`config.mk`:
```
export PLATFORM = sky130hd
export DESIGN_NAME = rgb_led_effect_engine_unit
export DESIGN_NICKNAME = d
export VERILOG_FILES = /design/src/rtl/core/rlee_pkg.sv /design/src/rtl/core/rlee_front.sv /design/src/rtl/core/rlee_queue.sv /design/src/rtl/core/rlee_back.sv /design/src/rtl/core/rgb_led_effect_engine_unit.sv
export VERILOG_INCLUDE_DIRS = /design/src /design/src/rtl/core
export SDC_FILE = /design/constraint.sdc
export NUM_CORES = 1
export LEC_CHECK = 0
export ABC_CLOCK_PERIOD_IN_PS = 5300
export BUFFER_PORTS_ARGS = -buffer_cell sky130_fd_sc_hd__buf_4
export CAP_MARGIN = 40
export CORE_MARGIN = 4
export CORE_UTILIZATION = 61
export CTS_CLUSTER_SIZE = 14
export DETAILED_ROUTE_END_ITERATION = 10
export PLACE_DENSITY = 0.91
export SLEW_MARGIN = 10
export SYNTH_ARGS = -nofsm -noshare
export SYNTH_HDL_FRONTEND = slang
export SYNTH_HIERARCHICAL = 1
export SYNTH_SLANG_ARGS = --single-unit
```
`constraint.sdc`:
```
create_clock -name i_clk -period 5.3 [get_ports i_clk]
set_input_delay 0.53 -clock i_clk [delete_from_list [all_inputs] [get_ports i_clk]]
set_output_delay 0.53 -clock i_clk [all_outputs]
set_load 0.02 [all_outputs]
```
`src/rtl/core/rgb_led_effect_engine_unit_assert.svh`:
```
// ----------------------------------------------------------------------------
// rgb_led_effect_engine_unit_assert.svh
// Assertion macros used by the effect engine back end (rlee_back).
// ----------------------------------------------------------------------------
`ifndef RGB_LED_EFFECT_ENGINE_UNIT_ASSERT_SVH
`define RGB_LED_EFFECT_ENGINE_UNIT_ASSERT_SVH

// same-cycle implication
`define RLEE_ASSERT_IMP(lbl, clk, rst_n, ante, cons, msg) \
    lbl: assert property (@(posedge clk) disable iff (!(rst_n)) (ante) |-> (cons)) \
        else $error(msg);

// next-cycle implication
`define RLEE_ASSERT_NXT(lbl, clk, rst_n, ante, cons, msg) \
    lbl: assert property (@(posedge clk) disable iff (!(rst_n)) (ante) |=> (cons)) \
        else $error(msg);

`endif

```
`src/rtl/core/rlee_pkg.sv`:
```
// ----------------------------------------------------------------------------
// rlee_pkg
// Types, constants and color helpers for the RGB LED effect engine.
// ----------------------------------------------------------------------------
package rlee_pkg;

    localparam int NUM_LEDS         = 6;
    localparam int LED_IDX_W        = $clog2(NUM_LEDS);
    localparam int LAST_LED         = NUM_LEDS - 1;
    localparam int HUE_SECTORS      = 6;
    localparam int SECTOR_W         = $clog2(HUE_SECTORS);
    localparam int SECTOR_DEG       = 60;
    localparam int HUE_K_W          = 6;
    localparam int HUE_STEP         = 8;
    localparam int FLOW_INTERVAL_MS = 60;
    localparam int RAMP_MUL         = 1092;
    localparam int QUEUE_DEPTH      = 2;
    localparam int QPTR_W           = (QUEUE_DEPTH > 1) ? $clog2(QUEUE_DEPTH) : 1;
    localparam int QCNT_W           = $clog2(QUEUE_DEPTH + 1);

    typedef enum logic [2:0] {
        CMD_FIXED   = 3'd0,
        CMD_BLINK   = 3'd1,
        CMD_RAINBOW = 3'd2,
        CMD_FLOW    = 3'd3,
        CMD_TICK    = 3'd4
    } t_cmd;

    typedef enum logic [1:0] {
        MODE_NONE  = 2'd0,
        MODE_BLINK = 2'd1,
        MODE_FLOW  = 2'd2
    } t_mode;

    typedef struct packed {
        logic [2:0]  cmd;
        logic [7:0]  red_in;
        logic [7:0]  green_in;
        logic [7:0]  blue_in;
        logic [15:0] period_ms;
    } t_in_item;

    typedef struct packed {
        logic [2:0] led_index;
        logic [7:0] red_out;
        logic [7:0] green_out;
        logic [7:0] blue_out;
        logic       last;
    } t_out_item;

    typedef struct packed {
        logic [7:0] red;
        logic [7:0] green;
        logic [7:0] blue;
    } t_rgb;

    typedef struct packed {
        logic                rainbow;
        logic [SECTOR_W-1:0] sector;
        logic [HUE_K_W-1:0]  k;
        t_rgb                color;
    } t_run;

    // round(k*65535/60) >> 8 with ties up, k in 0..60
    function automatic logic [7:0] f_ramp(input logic [HUE_K_W-1:0] k);
        logic [HUE_K_W-1:0] kp;
        logic [16:0]        v;
        kp = k + HUE_K_W'(2);
        v  = 17'(k) * 17'(RAMP_MUL) + 17'(kp[HUE_K_W-1:2]);
        return v[15:8];
    endfunction

    function automatic t_rgb f_hue_rgb(input logic [SECTOR_W-1:0] sector,
                                       input logic [HUE_K_W-1:0] k);
        logic [7:0] rise;
        logic [7:0] fall;
        t_rgb       c;
        rise = f_ramp(k);
        fall = f_ramp(HUE_K_W'(SECTOR_DEG) - k);
        case (sector)
            SECTOR_W'(0): c = '{red: 8'hFF, green: rise,  blue: 8'h00};
            SECTOR_W'(1): c = '{red: fall,  green: 8'hFF, blue: 8'h00};
            SECTOR_W'(2): c = '{red: 8'h00, green: 8'hFF, blue: rise};
            SECTOR_W'(3): c = '{red: 8'h00, green: fall,  blue: 8'hFF};
            SECTOR_W'(4): c = '{red: rise,  green: 8'h00, blue: 8'hFF};
            default:      c = '{red: 8'hFF, green: 8'h00, blue: fall};
        endcase
        return c;
    endfunction

endpackage

```
`src/rtl/core/rlee_front.sv`:
```
// ----------------------------------------------------------------------------
// rlee_front
// Accepts commands, runs the effect timer and posts refresh runs.
// ----------------------------------------------------------------------------
module rlee_front (
    input  logic              i_clk,
    input  logic              i_rst_n,
    input  logic              i_valid,
    output logic              o_ready,
    input  rlee_pkg::t_in_item i_item,
    input  logic              i_full,
    output logic              o_push,
    output rlee_pkg::t_run    o_run
);
    import rlee_pkg::*;

    t_mode               r_mode,      n_mode;
    t_rgb                r_color,     n_color;
    logic                r_blink_on,  n_blink_on;
    logic [SECTOR_W-1:0] r_sector,    n_sector;
    logic [HUE_K_W-1:0]  r_k,         n_k;
    logic [15:0]         r_interval,  n_interval;
    logic [15:0]         r_elapsed,   n_elapsed;

    logic                accept;
    logic [15:0]         elapsed_inc;
    logic [HUE_K_W:0]    k_step;
    t_rgb                in_color;

    assign o_ready     = !i_full;
    assign accept      = i_valid && o_ready;
    assign elapsed_inc = r_elapsed + 16'd1;
    assign k_step      = {1'b0, r_k} + (HUE_K_W + 1)'(HUE_STEP);
    assign in_color    = '{red: i_item.red_in, green: i_item.green_in, blue: i_item.blue_in};

    always_comb begin
        n_mode     = r_mode;
        n_color    = r_color;
        n_blink_on = r_blink_on;
        n_sector   = r_sector;
        n_k        = r_k;
        n_interval = r_interval;
        n_elapsed  = r_elapsed;
        o_push     = 1'b0;
        o_run      = '{rainbow: 1'b0, sector: '0, k: '0, color: '0};
        if (accept) begin
            case (t_cmd'(i_item.cmd))
                CMD_FIXED: begin
                    n_mode      = MODE_NONE;
                    o_push      = 1'b1;
                    o_run.color = in_color;
                end
                CMD_BLINK: begin
                    n_mode     = MODE_BLINK;
                    n_color    = in_color;
                    n_blink_on = 1'b0;
                    n_interval = (i_item.period_ms == '0) ? 16'd1 : i_item.period_ms;
                    n_elapsed  = '0;
                    o_push     = 1'b1;
                end
                CMD_RAINBOW: begin
                    n_mode        = MODE_NONE;
                    o_push        = 1'b1;
                    o_run.rainbow = 1'b1;
                end
                CMD_FLOW: begin
                    n_mode        = MODE_FLOW;
                    n_sector      = '0;
                    n_k           = '0;
                    n_interval    = 16'(FLOW_INTERVAL_MS);
                    n_elapsed     = '0;
                    o_push        = 1'b1;
                    o_run.rainbow = 1'b1;
                end
                CMD_TICK: begin
                    if (r_mode == MODE_BLINK || r_mode == MODE_FLOW) begin
                        if (elapsed_inc < r_interval) begin
                            n_elapsed = elapsed_inc;
                        end else begin
                            n_elapsed = '0;
                            o_push    = 1'b1;
                            if (r_mode == MODE_BLINK) begin
                                n_blink_on  = !r_blink_on;
                                o_run.color = r_blink_on ? t_rgb'('0) : r_color;
                            end else begin
                                if (k_step >= (HUE_K_W + 1)'(SECTOR_DEG)) begin
                                    n_k      = HUE_K_W'(k_step - (HUE_K_W + 1)'(SECTOR_DEG));
                                    n_sector = (r_sector == SECTOR_W'(HUE_SECTORS - 1)) ?
                                               '0 : r_sector + SECTOR_W'(1);
                                end else begin
                                    n_k = k_step[HUE_K_W-1:0];
                                end
                                o_run.rainbow = 1'b1;
                                o_run.sector  = n_sector;
                                o_run.k       = n_k;
                            end
                        end
                    end
                end
                default: begin
                end
            endcase
        end
    end

    always_ff @(posedge i_clk) begin
        if (!i_rst_n) begin
            r_mode     <= MODE_NONE;
            r_color    <= '0;
            r_blink_on <= 1'b0;
            r_sector   <= '0;
            r_k        <= '0;
            r_interval <= '0;
            r_elapsed  <= '0;
        end else begin
            r_mode     <= n_mode;
            r_color    <= n_color;
            r_blink_on <= n_blink_on;
            r_sector   <= n_sector;
            r_k        <= n_k;
            r_interval <= n_interval;
            r_elapsed  <= n_elapsed;
        end
    end

endmodule

```
`src/rtl/core/rlee_queue.sv`:
```
// ----------------------------------------------------------------------------
// rlee_queue
// Short queue of refresh runs between the front and the back.
// ----------------------------------------------------------------------------
module rlee_queue (
    input  logic           i_clk,
    input  logic           i_rst_n,
    input  logic           i_push,
    input  rlee_pkg::t_run i_run,
    output logic           o_full,
    input  logic           i_pop,
    output logic           o_valid,
    output rlee_pkg::t_run o_run
);
    import rlee_pkg::*;

    t_run              r_mem [QUEUE_DEPTH];
    logic [QPTR_W-1:0] r_wr_ptr, n_wr_ptr;
    logic [QPTR_W-1:0] r_rd_ptr, n_rd_ptr;
    logic [QCNT_W-1:0] r_count,  n_count;
    logic              do_push;
    logic              do_pop;

    assign o_full  = (r_count == QCNT_W'(QUEUE_DEPTH));
    assign o_valid = (r_count != '0);
    assign o_run   = r_mem[r_rd_ptr];
    assign do_push = i_push && !o_full;
    assign do_pop  = i_pop && o_valid;

    always_comb begin
        n_wr_ptr = r_wr_ptr;
        n_rd_ptr = r_rd_ptr;
        n_count  = r_count;
        if (do_push) begin
            n_wr_ptr = (r_wr_ptr == QPTR_W'(QUEUE_DEPTH - 1)) ? '0 : r_wr_ptr + QPTR_W'(1);
        end
        if (do_pop) begin
            n_rd_ptr = (r_rd_ptr == QPTR_W'(QUEUE_DEPTH - 1)) ? '0 : r_rd_ptr + QPTR_W'(1);
        end
        case ({do_push, do_pop})
            2'b10:   n_count = r_count + QCNT_W'(1);
            2'b01:   n_count = r_count - QCNT_W'(1);
            default: n_count = r_count;
        endcase
    end

    always_ff @(posedge i_clk) begin
        if (!i_rst_n) begin
            r_wr_ptr <= '0;
            r_rd_ptr <= '0;
            r_count  <= '0;
        end else begin
            r_wr_ptr <= n_wr_ptr;
            r_rd_ptr <= n_rd_ptr;
            r_count  <= n_count;
        end
    end

    always_ff @(posedge i_clk) begin
        if (do_push) begin
            r_mem[r_wr_ptr] <= i_run;
        end
    end

endmodule

```
`src/rtl/core/rlee_back.sv`:
```
// ----------------------------------------------------------------------------
// rlee_back
// Expands one refresh run into six registered LED writes.
// ----------------------------------------------------------------------------
`include "rgb_led_effect_engine_unit_assert.svh"

module rlee_back (
    input  logic                i_clk,
    input  logic                i_rst_n,
    input  logic                i_q_valid,
    input  rlee_pkg::t_run      i_q_run,
    output logic                o_pop,
    output logic                o_valid,
    input  logic                i_ready,
    output rlee_pkg::t_out_item o_item
);
    import rlee_pkg::*;

    logic                 r_busy;
    logic [LED_IDX_W-1:0] r_idx;
    logic                 r_rainbow;
    logic [SECTOR_W-1:0]  r_sector;
    logic [HUE_K_W-1:0]   r_k;
    t_rgb                 r_color;
    logic                 r_out_valid;
    t_out_item            r_out;

    logic                 advance;
    logic                 at_last;
    logic                 load;
    t_rgb                 led_rgb;
    t_out_item            n_out;

    assign at_last = (r_idx == LED_IDX_W'(LAST_LED));
    assign advance = r_busy && (!r_out_valid || i_ready);
    assign load    = i_q_valid && (!r_busy || (advance && at_last));
    assign o_pop   = load;
    assign o_valid = r_out_valid;
    assign o_item  = r_out;

    always_comb begin
        led_rgb = r_rainbow ? f_hue_rgb(r_sector, r_k) : r_color;
        n_out   = '{led_index: 3'(r_idx), red_out: led_rgb.red, green_out: led_rgb.green,
                    blue_out: led_rgb.blue, last: at_last};
    end

    always_ff @(posedge i_clk) begin
        if (!i_rst_n) begin
            r_busy      <= 1'b0;
            r_idx       <= '0;
            r_out_valid <= 1'b0;
        end else begin
            if (load) begin
                r_busy <= 1'b1;
            end else if (advance && at_last) begin
                r_busy <= 1'b0;
            end
            if (advance) begin
                r_idx <= at_last ? '0 : r_idx + LED_IDX_W'(1);
            end
            if (advance) begin
                r_out_valid <= 1'b1;
            end else if (i_ready) begin
                r_out_valid <= 1'b0;
            end
        end
    end

    always_ff @(posedge i_clk) begin
        if (load) begin
            r_rainbow <= i_q_run.rainbow;
            r_sector  <= i_q_run.sector;
            r_k       <= i_q_run.k;
            r_color   <= i_q_run.color;
        end else if (advance) begin
            r_sector <= (r_sector == SECTOR_W'(HUE_SECTORS - 1)) ? '0 : r_sector + SECTOR_W'(1);
        end
        if (advance) begin
            r_out <= n_out;
        end
    end

    `RLEE_ASSERT_IMP(a_last_on_final, i_clk, i_rst_n, r_out_valid, r_out.last == (r_out.led_index == 3'(LAST_LED)), "last flag out of step with led index")
    `RLEE_ASSERT_IMP(a_idle_idx_zero, i_clk, i_rst_n, !r_busy, r_idx == '0, "idle back end with nonzero led index")
    `RLEE_ASSERT_IMP(a_pop_nonempty, i_clk, i_rst_n, o_pop, i_q_valid, "pop from empty queue")
    `RLEE_ASSERT_NXT(a_run_continues, i_clk, i_rst_n, advance && !at_last, r_busy, "run dropped before sixth write")

endmodule

```
`src/rtl/core/rgb_led_effect_engine_unit.sv`:
```
// ----------------------------------------------------------------------------
// rgb_led_effect_engine_unit
// Effect engine for six RGB LEDs: fixed, blink, rainbow and rainbow flow.
// ----------------------------------------------------------------------------
// Input channel (i_valid/o_ready, i_item): one command or a 1 ms tick per item.
// Output channel (o_valid/i_ready, o_item): LED writes, index 0 to 5, with
// last set on the sixth write of each refresh run.
// Fixed, blink, rainbow and rainbow flow always cause a run; a tick causes one
// only when the running effect's timer expires; other codes cause nothing.
// The front takes one item per cycle while the two-entry run queue has room.
// The back emits one LED write per cycle while the receiver is ready; a queued
// run's first write directly follows the previous run's last write. A run's
// first write passes the queue, the back's run register and output register.
// When the receiver stalls, the output register holds its write, the back
// stops, the queue fills and o_ready drops; nothing is lost.
// Reset clears the effect (no timer running), the queue and the output.
// ----------------------------------------------------------------------------
module rgb_led_effect_engine_unit (
    input  logic                i_clk,
    input  logic                i_rst_n,
    input  logic                i_valid,
    output logic                o_ready,
    input  rlee_pkg::t_in_item  i_item,
    output logic                o_valid,
    input  logic                i_ready,
    output rlee_pkg::t_out_item o_item
);
    import rlee_pkg::*;

    logic push;
    logic full;
    logic pop;
    logic q_valid;
    t_run push_run;
    t_run head_run;

    rlee_front u_front (
        .i_clk   (i_clk),
        .i_rst_n (i_rst_n),
        .i_valid (i_valid),
        .o_ready (o_ready),
        .i_item  (i_item),
        .i_full  (full),
        .o_push  (push),
        .o_run   (push_run)
    );

    rlee_queue u_queue (
        .i_clk   (i_clk),
        .i_rst_n (i_rst_n),
        .i_push  (push),
        .i_run   (push_run),
        .o_full  (full),
        .i_pop   (pop),
        .o_valid (q_valid),
        .o_run   (head_run)
    );

    rlee_back u_back (
        .i_clk     (i_clk),
        .i_rst_n   (i_rst_n),
        .i_q_valid (q_valid),
        .i_q_run   (head_run),
        .o_pop     (pop),
        .o_valid   (o_valid),
        .i_ready   (i_ready),
        .o_item    (o_item)
    );

endmodule
```
# ---- Yosys cells after proc, flatten, opt, wreduce, memory -nomap -nowiden
# Memory sizes are Yosys's and may differ from the RTL's. A register that Yosys moved wholly into a read port is not among the register bits.
# Cells that the tools add are included.
dict set report classes {
  eq_ne 20
  n_mux 51
  add_sub_neg 15
  reduce_logical 36
  mul 2
  n_lt_le_gt_ge 2
}
# op n
set op_table {}
lappend op_table {{$pmux W24 S5} 1}
lappend op_table {{$mux W34} 3}
lappend op_table {{$mux W24} 3}
lappend op_table {{$pmux W16 S2} 2}
lappend op_table {{$mux W16} 3}
lappend op_table {{$pmux W24 S2} 1}
lappend op_table {{$add A16 B4 Y16} 2}
lappend op_table {{$mul A6 B9 Y14 const B} 2}
lappend op_table {{$mux W3} 9}
lappend op_table {{$mux W6} 4}
lappend op_table {{$reduce_bool A2 Y1} 9}
lappend op_table {{$add A16 B1 Y16 const B} 1}
lappend op_table {{$logic_not A16 Y1} 1}
lappend op_table {{$lt A16 B16 Y1} 1}
lappend op_table {{$mux W1} 16}
lappend op_table {{$eq A3 B3 Y1 const B} 5}
lappend op_table {{$add A6 B2 Y6 const B} 2}
lappend op_table {{$eq A3 B2 Y1 const B} 4}
lappend op_table {{$pmux W6 S2} 1}
lappend op_table {{$mux W10} 1}
lappend op_table {{$reduce_and A5 Y1} 2}
lappend op_table {{$add A3 B1 Y3 const B} 3}
lappend op_table {{$mux W9} 1}
lappend op_table {{$add A6 B4 Y7 const B} 1}
lappend op_table {{other kinds (24)} 48}
dict set report word_totals {
  mem_bits_rw 68
  register_bits 139
  n_memories 1
  word_cells 153
}
# name depth width read_ports rd_clocked_by_memory_dff write_ports line
set mem_list {}
lappend mem_list {u_queue.r_mem 2 34 1 1 1 rlee_queue.sv:17} ;# t_run r_mem [QUEUE_DEPTH];

# ---- Longest topological paths before layout
dict set report depth {
  word_depth 9
  ltp_mapped 18
}

# ---- Cells and area by module
# Netlist, hierarchy kept.
# module cells_per_inst n_inst area_per_inst_um2
set modules_own_cells {}
lappend modules_own_cells {rlee_back 355 1 3866.2}
lappend modules_own_cells {rlee_front 474 1 3791.1}
lappend modules_own_cells {rlee_queue 132 1 2683.8}

# ---- Worst setup path after synthesis
# No wires, ideal clock.
dict set report synth_timing {
  kind {reg2reg}
  startpoint {register u_front.r_elapsed[0]}
  endpoint {memory u_queue/r_mem[0][0] (netlist name) (enable)}
  t_required_ps 4911
  stages_incl_launch_ff 17
  path_buffers 0
  period_less_slack_ps 4762
  setup_slack_ps 538
  arrival_time_ps 4374
  path_cell_list {dfxtp_1 ha_1 inv_1 nor4_1 and2_1 nand3_1 xnor2_1 ha_1 nand4_1 or3_1 o2bb2ai_2 nor2_2 or4_1 a21oi_1 inv_1 or3_1 inv_1}
}
dict set report synth_via {
  elab_chain_len 9
}
# item line
set synth_lines {}
lappend synth_lines {{start, declared} rlee_front.sv:23} ;# logic [15:0] r_elapsed, n_elapsed;
lappend synth_lines {{start signal, assigned} rlee_front.sv:122} ;# r_elapsed <= n_elapsed;
lappend synth_lines {{$add A16 B1 Y16} rlee_front.sv:32} ;# assign elapsed_inc = r_elapsed + 16'd1;
lappend synth_lines {{$lt A16 B16 Y1} rlee_front.sv:77} ;# if (elapsed_inc < r_interval) begin
lappend synth_lines {{$mux W1} rlee_front.sv:77}
lappend synth_lines {{$mux W1} rlee_front.sv:76} ;# if (r_mode == MODE_BLINK || r_mode == MODE_FLOW) begin
lappend synth_lines {{$pmux W1 S2} rlee_front.sv:47} ;# case (t_cmd'(i_item.cmd))
lappend synth_lines {{$mux W1} rlee_front.sv:46} ;# if (accept) begin
lappend synth_lines {{named net push} rgb_led_effect_engine_unit.sv:30} ;# logic push;
lappend synth_lines {{$logic_and A1 B1 Y1} rlee_queue.sv:27} ;# assign do_push = i_push && !o_full;
lappend synth_lines {{$mux W1} rlee_queue.sv:60} ;# if (do_push) begin
lappend synth_lines {{$mux W1 (implied by the code)} rlee_queue.sv:61} ;# r_mem[r_wr_ptr] <= i_run;
lappend synth_lines {{end, declared} rlee_queue.sv:17}
# The timed path passes the listed nets, and every way through them passes these cells.

# ---- Worst setup path in the final report
dict set report layout_timing {
  startpoint {register u_front.r_elapsed[0]}
  endpoint {memory u_queue/r_mem[0][20] (netlist name) (enable)}
}
# The elaborated chain is that of the path after synthesis.

==> summary.md <==
The detailed router finished its first iteration with 783 violations. The tree is rooted in a sky130_fd_sc_hd__clkbuf_16. The floorplan has 47 rows. For this design the static power due to leakage is 4.29 nW. During synthesis, Yosys emitted a total of 6 warnings. VDD sags by at most 0.293 mV. At the worst endpoint, the arrival time is 5.04 ns. The number of enable flip-flop cells after synthesis is 130, and the number of buffers created by CTS is 22.

The number of H-tree levels was 1; the number of hold buffers added after CTS was 0. Based on the critical path, the design can be clocked at up to 206 MHz. The maximum clock skew at final layout was 0.0326 ns; the final critical-path setup slack was 0.456 ns. Summing every instance area after synthesis gives 0.0103 mm^2. At the end of routability-driven placement, the weighted congestion stood at 0.945.

The run gives 0 as the number of max-slew violations in the final report. Dividing the final minimum period by the clock period gives 91.4%. Number of top-level design ports: 77.

The tools report the area enclosed by the die boundary as 0.0191 mm^2. The synthesized design contains 206 register bits. In this run the standard cell core region covers 0.0166 mm^2. The run finished with clean final reports. In the synthesized netlist the dominant register cell turns out to be sky130_fd_sc_hd__edfxtp_1.

Class of the tightest hold or removal check: primary input to register. The first global-routing pass estimated 39800 um of wire. The average instance in the mapped netlist occupies 10.8 um^2. In the final design database the tool counted 1119 nets. Synthesis produced 961 cells. The library cells used most frequently in the layout, excluding fill and tap cells, are sky130_fd_sc_hd__edfxtp_1, sky130_fd_sc_hd__nand2_1, sky130_fd_sc_hd__buf_4.

The critical path in this run is classified as register to register. The floorplan step set the die height to 138 um. Largest fanout of any net on the critical path: 34. STA classifies the critical path endpoint as a register. The fraction of registers with async set or reset after synthesis was 0%. The horizontal die dimension is 138 um, and the half-perimeter wire length of the detailed placement result is 16200 um. The depth of the most critical reg-to-reg path is 17, and the first-pass detailed-route iteration total is 6. The via count of the first global-routing pass is 7786. For the final routed database, the setup TNS stands at 0 ns. For this configuration, the core starts out at a cell density of 62.4%. The data required time of the critical path was 5.50 ns.

The largest net degree at the start of global routing was 43; the worst hold path cell count was 3. Across the run, the number of max-cap violations was 0. The synthesized netlist contains 81 unique library cells.

The actual transition at the worst max-transition pin was 0.878 ns; the number of clock sinks was 206. The total overflow left after global routing is 0. The post-synthesis to final-layout area growth works out to 15.1%. For the number of failing hold endpoints at the final stage, the log shows 0. Fraction of layout instances using a drive strength above 1: 18.0%. TritonCTS built the clock tree.

Ranked by total cell area, the synthesized netlist is headed by sky130_fd_sc_hd__edfxtp_1, sky130_fd_sc_hd__dfxtp_1, sky130_fd_sc_hd__ha_1. After clock tree synthesis, the clock-pin slew on the worst setup and hold paths is 0.06 ns. After synthesis, flip-flops and latches occupy 52.5% of the total area.

After detailed routing, the average wire length per cell comes to 19.5 um. For this run, the total global-route usage over all layers was measured as 24.9%. The logs give 8057 for the routed via count and 0.53 ns for the later-pin clock latency in the skew report. The number of antenna violations at the first check in global routing was 0; the max-slew headroom at the worst pin was 41.0%. Most area-hungry cell type in the Yosys netlist: sky130_fd_sc_hd__edfxtp_1. For the finished layout, the period the worst path requires is 4.84 ns.

Using the TritonRoute via totals, the vias-per-cell ratio works out to 6.36. The sum of routed wire length over all layers is 24700 um. The top cell type by area accounts for 37.7% of the synthesized area. Setup violations remaining at the end of the flow were counted as 0.

In this run the deepest clock path goes through 3 buffers. The ratio of total power to cell area was 442 mW/mm^2. Setup repair after global routing left no endpoint under its margin. The number of remaining DRC errors was 0; the number of port buffers was 76.

OpenSTA, run right after detailed placement, puts the worst setup slack at 0.496 ns. The startpoint type of the worst setup path is a register. In this run the post-CTS setup repair buffer count came out at 0. The repair_antennas step left the layout with diodes totalling 0. The residual antenna-violating net count after detailed routing was 0. The leading cell type in the layout, fill and taps excluded is sky130_fd_sc_hd__edfxtp_1.
## where the power goes
group / internal (mW) / switching [mW] / leakage [nW]
combinational: 0.584 / 0.965 / 2.11
clock: 0.979 / 0.632 / 0.365
sequential: 1.97 / 0.140 / 1.82
total: 3.53 / 1.74 / 4.29
## area by class of cell
type	count	area [um^2]
flip-flops and latches	206	5430
clock buffers	27	579
multi-input cells	667	4530
well taps	220	275
repair buffers	89	738
inverters	46	173
clock inverters	11	188
fillers	1131	4680
## cell usage after synthesis, types with 5 or more instances
cell type                    n
sky130_fd_sc_hd__buf_2       8
sky130_fd_sc_hd__nor2b_1    10
sky130_fd_sc_hd__xnor2_1    31
sky130_fd_sc_hd__inv_1      43
sky130_fd_sc_hd__a21oi_1    67
sky130_fd_sc_hd__edfxtp_1  130
sky130_fd_sc_hd__o21ai_0    31
sky130_fd_sc_hd__and3_1      5
sky130_fd_sc_hd__nor3_1     17
sky130_fd_sc_hd__or3_1      10
sky130_fd_sc_hd__and2_1     10
sky130_fd_sc_hd__a22o_1     29
sky130_fd_sc_hd__mux2i_1     7
sky130_fd_sc_hd__nand3_1    33
sky130_fd_sc_hd__a221oi_1    6
sky130_fd_sc_hd__mux2_2     34
sky130_fd_sc_hd__nor3b_1     8
sky130_fd_sc_hd__xor2_1     14
sky130_fd_sc_hd__nand2b_1    8
sky130_fd_sc_hd__dfxtp_1    76
sky130_fd_sc_hd__a31oi_1     9
sky130_fd_sc_hd__a22oi_1    10
sky130_fd_sc_hd__ha_1       39
sky130_fd_sc_hd__or2_2       5
sky130_fd_sc_hd__nor2_1     61
sky130_fd_sc_hd__nor4_1      7
sky130_fd_sc_hd__o31ai_1     6
sky130_fd_sc_hd__nand4_1     9
sky130_fd_sc_hd__nand2_1   108
sky130_fd_sc_hd__o21a_1      6
sky130_fd_sc_hd__clkbuf_1   26
sky130_fd_sc_hd__o221ai_1    7
sky130_fd_sc_hd__o211ai_1    7
sky130_fd_sc_hd__nand4b_1    6
## worst max-delay path: stages (launching register included)
cell	delay, ns
sky130_fd_sc_hd__dfxtp_1	0.43
sky130_fd_sc_hd__ha_1	0.24
sky130_fd_sc_hd__inv_1	0.10
sky130_fd_sc_hd__nor4_2	0.42
sky130_fd_sc_hd__and2_1	0.27
sky130_fd_sc_hd__nand3_1	0.11
sky130_fd_sc_hd__xnor2_1	0.16
sky130_fd_sc_hd__ha_1	0.32
sky130_fd_sc_hd__nand4_1	0.16
sky130_fd_sc_hd__or3_1	0.42
sky130_fd_sc_hd__o2bb2ai_2	0.30
sky130_fd_sc_hd__nor2_2	0.07
sky130_fd_sc_hd__or4_1	0.40
sky130_fd_sc_hd__a21oi_1	0.26
sky130_fd_sc_hd__inv_1	0.10
sky130_fd_sc_hd__or3_1	0.39
sky130_fd_sc_hd__inv_1	0.11
sky130_fd_sc_hd__buf_12	0.23
## flip-flops by register name (all words and copies together) (netlist names), 2 cells and up, named ones only
register / count
u_queue/r_mem: 68
u_front/r_sector: 3
u_front/r_color: 24
u_queue/r_count: 2
u_back/r_sector: 3
u_back/r_idx: 3
u_front/r_k: 4
u_back/r_color: 24
u_back/r_k: 6
u_back/o_item: 28
u_front/r_elapsed: 16
u_front/r_mode: 2
u_front/r_interval: 16
## stage by stage
step / cell area [um^2] / utilization, % / std cells / hold slack, ns / power (mW)
after global placement: 11000 / 66.6 / 1223 / 0.441 / 3.57
after global routing: 11900 / 71.8 / 1266 / 0.249 / 5.51
after floorplan: 10300 / - / 962 / 0.436 / 3.19
final: 11900 / 71.8 / 1266 / 0.254 / 5.27
after detailed placement: 11100 / 67.1 / 1227 / 0.446 / 3.63
after CTS: 11900 / 71.7 / 1265 / 0.241 / 5.25
## per-layer routing
metal | wire [um] | track usage [%] | vias to the layer above | part of all wire [%]
met5 | 0 | 0 | - | 0
met4 | 988 | 8.89 | 0 | 4.0
met3 | 1960 | 4.21 | 103 | 7.9
met2 | 12300 | 43.1 | 451 | 50
met1 | 9460 | 31.6 | 3828 | 38
li1 | - | - | 3675 | -
## cells by family after synthesis
logic type | Yosys count | share of synthesized area [%]
AOI/OAI and AO/OA | 215 | 14.3
xor gates and xnor gates | 46 | 3.97
adders and majority gates | 41 | 5.01
buffers and inverters | 89 | 3.94
DFF | 206 | 52.5
muxes | 41 | 4.38
other | 1 | 0.0363
and+or+nand+nor | 322 | 15.9
## worst paths after layout
kind | slack, ns | startpoint | endpoint
min reg2reg | 0.46 | u_front/r_color[1] | u_front/r_color[1]
max | 0.46 | u_front/r_elapsed[0] | u_queue/r_mem[0][20]
max reg2reg | 0.46 | u_front/r_elapsed[0] | u_queue/r_mem[0][20]
min | 0.25 | i_item[17] | u_front/r_color[1]
## repair_timing
item,4_1_cts,5_1_grt
resized for setup,0,1
endpoints found under the setup margin,0,6
hold endpoints to repair,0,0
Power figures use the tool's default switching activity.
